$ cat config.mk
export PLATFORM = sky130hd
export DESIGN_NAME = mhpq_cell
export DESIGN_NICKNAME = d
export VERILOG_FILES = /design/src/design/mhpq_pkg.sv /design/src/design/mhpq_cell.sv
export SDC_FILE = /design/constraint.sdc
export NUM_CORES = 1
export LEC_CHECK = 0
export BUFFER_PORTS_ARGS = -buffer_cell sky130_fd_sc_hd__buf_2
export CORE_ASPECT_RATIO = 1.25
export CORE_MARGIN = 5
export CORE_UTILIZATION = 47
export DETAILED_ROUTE_END_ITERATION = 8
export HOLD_SLACK_MARGIN = 0.12
export PLACE_DENSITY = 0.92
export RECOVER_POWER = 50
export SYNTH_ARGS = -nofsm -noshare
export SYNTH_HDL_FRONTEND = slang
export SYNTH_SLANG_ARGS = --single-unit
$ cat constraint.sdc
create_clock -name clk -period 4.6 [get_ports clk]
set_clock_uncertainty 0.15 [all_clocks]
set_input_delay 0.69 -clock clk [delete_from_list [all_inputs] [get_ports clk]]
set_output_delay 0.69 -clock clk [all_outputs]
set_load 0.005 [all_outputs]
$ cat src/design/mhpq_pkg.sv
`timescale 1ns / 1ps
// shared types and constants of the max priority queue
// no dependencies; used by mhpq_cell and max_heap_priority_queue

package mhpq_pkg;

	// key and count field widths
	localparam int KEY_W     = 32;
	localparam int ENTRIES_W = 8;
	localparam int DATA_IN_W  = 32;
	localparam int DATA_OUT_W = 40;

	// default number of cells
	localparam int CAPACITY_DEF = 128;

	// command codes carried on s_tuser
	localparam logic CMD_INSERT  = 1'b0;
	localparam logic CMD_EXTRACT = 1'b1;

	// result status carried on m_tuser
	typedef enum logic [1:0] {
		ST_INSERTED  = 2'd0,
		ST_DROPPED   = 2'd1,
		ST_EXTRACTED = 2'd2,
		ST_EMPTY     = 2'd3
	} status_t;

	// broadcast control seen by every cell
	typedef struct packed {
		logic             ins;
		logic             ext;
		logic [KEY_W-1:0] key;
	} cell_ctrl_t;

endpackage

$ cat src/design/mhpq_cell.sv
`timescale 1ns / 1ps
// one cell of the sorted key row: holds one key, takes the new key or shifts right on insert, shifts left on extract
// depends on mhpq_pkg

module mhpq_cell (
	input  logic                             clk,
	input  mhpq_pkg::cell_ctrl_t             ctrl,
	input  logic                             vacant,
	input  logic                             left_goes,
	input  logic [mhpq_pkg::KEY_W-1:0]       left_key,
	input  logic [mhpq_pkg::KEY_W-1:0]       right_key,
	output logic                             goes,
	output logic [mhpq_pkg::KEY_W-1:0]       key
);

	logic [mhpq_pkg::KEY_W-1:0] key_q;

	// new key belongs at or before this cell
	always_comb begin
		goes = vacant || ($signed(ctrl.key) > $signed(key_q));
	end

	// on insert load the new key at the slot and shift right past it, shift left on extract
	always_ff @(posedge clk) begin
		if (ctrl.ins && goes) begin
			key_q <= left_goes ? left_key : ctrl.key;
		end else if (ctrl.ext) begin
			key_q <= right_key;
		end
	end

	assign key = key_q;

endmodule

==> flow_metrics.env <==
export IMPL_numPortBuffers=133
export IMPL_vias_per_cell=5.31
export IMPL_antenna_found_initial=0
export IMPL_num_io_pins=134
export IMPL_root_buffer="clkbuf_8"
export IMPL_p_leak_uw=0.00175
export IMPL_synth_cell_area_um2=2730
export IMPL_final_util=0.604
export IMPL_critPathMaxStageDelay_ns=1.14
export IMPL_yosys_area_top_type_share=0.352
export IMPL_clock_fmax_mhz=259
export IMPL_die_x_um=78.2
export IMPL_die_y_um=95.2
export IMPL_syn_nets=363
export IMPL_cts_hold_buf=0
export IMPL_fillers=500
export IMPL_dp_hpwl_mm=5.66
export IMPL_cts_repair_resized=0
export IMPL_powerDensity_nw_per_um2=321
export IMPL_min_period_ns=3.86
export IMPL_timing_final_crit_share=0.838
export IMPL_crit_family="simple AND/OR/NAND/NOR gates"
export IMPL_crit_buf_inv=1
export IMPL_synthCells=230
export IMPL_worst_slew_pin_transition_ns=1.43
export IMPL_cp_start_kind="primary input"
export IMPL_final_setup_tns_ns=0
export IMPL_path_clk_slew_ns=0.06
export IMPL_status="finished, final reports clean"
export IMPL_cts_setup_buffers=0
export IMPL_ant_nets=0
export IMPL_final_common_cell="buf_2"
export IMPL_drv_cap=0
export IMPL_grt_start_max_net_pins=34
export IMPL_setup_viol=0
export IMPL_drive_gt1_frac=0.514
export IMPL_start_util=0.475
export IMPL_criticalPathCategory="in2reg"
export IMPL_crit_chain="buf_2 -> ha_1 -> nand4_1 -> or4_1 -> nor3_1 -> o21ai_0 -> o311ai_0 -> or2_1"
export IMPL_grt_usage=0.183
export IMPL_path_max_fanout=32
export IMPL_cts_sinks=32
export IMPL_ir_worst_vdd_mv=0.214
export IMPL_areaGrowthSynthToFinish_pct=27.1
export IMPL_grt_pass1_wl_mm=10.7
export IMPL_vias=2284
export IMPL_synth_area_leaders="edfxtp_1 35%, mux2_4 16%, ha_1 15%"
export IMPL_gp_congestion=0.739
export IMPL_htree_levels=2
export IMPL_coreArea_um2=5740
export IMPL_cts_buffer_depth=2
export IMPL_grt_overflow_total=0
export IMPL_hold_violations=0
export IMPL_min_path_type="in2reg"
export IMPL_die_area_um2=7440
export IMPL_antenna_cells=0
export IMPL_drc_errors=0
export IMPL_critPathRequiredTime_ns=4.34
export IMPL_rows=31
export IMPL_seq_area_frac_synth=0.352
export IMPL_avgSynthCellArea_um2=11.9
export IMPL_grt_pass1_vias=2425
export IMPL_endpoint_kind="register"
export IMPL_first_iter_violations=64
export IMPL_final_cell_mix="116 x buf_2, 35 x inv_1, 34 x mux2_2, 32 x ha_1, 32 x edfxtp_1"
export IMPL_slowest_stage="or2_1"
export IMPL_yosys_warnings=0
export IMPL_ys_types=26
export IMPL_synth_ff_latch_count=32
export IMPL_clock_latency_ns=0.28
export IMPL_cts_made_buffers=5
export IMPL_slew_headroom=0.0491
export IMPL_largest_register_ffs=32
export IMPL_slew_viol_final=0
export IMPL_rsz0062_at_grt="no"
export IMPL_crit_arrival_ns=3.60
export IMPL_final_nets=497
export IMPL_wirelength_mm=6.84
export IMPL_cts_tree="built"
export IMPL_total_power_uw=1110
export IMPL_wl_per_cell_um=15.9
export IMPL_yosysTopAreaCell="edfxtp_1"
export IMPL_dr_pass1_iters=4
==> path summary, 6_finish.rpt <==
path	slack, ns	depth (start not counted)	endpoint	from
setup reg to reg	0.83	8	key[15]	key[31]
setup / recovery	0.74	8	key[15]	ctrl[31]
hold / removal	0.55	2	key[16]	right_key[16]
hold reg to reg	1.48	5	key[29]	key[31]
==> layer usage <==
metal  GRT usage  share of wire  vias to the layer above
met1       0.184           0.37                     1074
met5           0              0                        -
met3      0.0510          0.083                        8
met2       0.365           0.54                       87
met4      0.0481          0.012                        0
li1            -              -                     1115
==> cells by family (layout without fill, tap and decap cells) <==
family,after synthesis,in the layout,synth area share
muxes,63,63,0.300
DFF,32,32,0.352
and+or+nand+nor,31,31,0.0637
adders and majority gates,32,32,0.147
AOI/OAI and AO/OA,30,30,0.0715
buffers and inverters,42,176,0.0660
==> Yosys cell counts <==
library cell	n
or2_2	1
a21o_1	2
nor4_1	1
nor2b_1	1
clkbuf_1	4
nand2b_4	1
nand4_1	8
nor3_1	3
buf_6	3
inv_1	35
nand2_1	10
and3_1	1
o211ai_1	2
a221oi_1	1
ha_1	32
o21a_1	1
mux2_4	29
mux2_2	34
or3_1	1
a21oi_1	16
o21ai_0	6
or4_4	1
a22oi_2	1
nand3_1	3
edfxtp_1	32
o311ai_4	1
==> final cells by class <==
| type | instances | area [µm²] | share of cell area |
|---|---|---|---|
| Tap cell | 66 | 82.6 | 0.0238 |
| Inverter | 35 | 131 | 0.0379 |
| Clock buffer | 5 | 68.8 | 0.0198 |
| Clock inverter | 2 | 7.51 | 0.00216 |
| Timing Repair Buffer | 134 | 652 | 0.188 |
| Multi-Input combinational cell | 156 | 1570 | 0.451 |
| Sequential cell | 32 | 961 | 0.277 |
==> through the flow <==
stage | cell area [µm²] | hold WS, ns | setup WS [ns] | instances
2_1_floorplan | 2730 | 0.758 | 0.960 | 230
3_3_place_gp | 3440 | 0.840 | 0.889 | 423
3_5_place_dp | 3440 | 0.843 | 0.704 | 423
4_1_cts | 3510 | 0.548 | 0.972 | 430
5_1_grt | 3470 | 0.553 | 0.468 | 430
6_report | 3470 | 0.554 | 0.745 | 430
==> where the power goes <==
part,switching [µW],internal [µW],leakage [µW]
clock network,101,99.7,0.0000391
logic,227,248,0.00139
registers,32.0,407,0.000324
(Power assumes the default switching activity.)
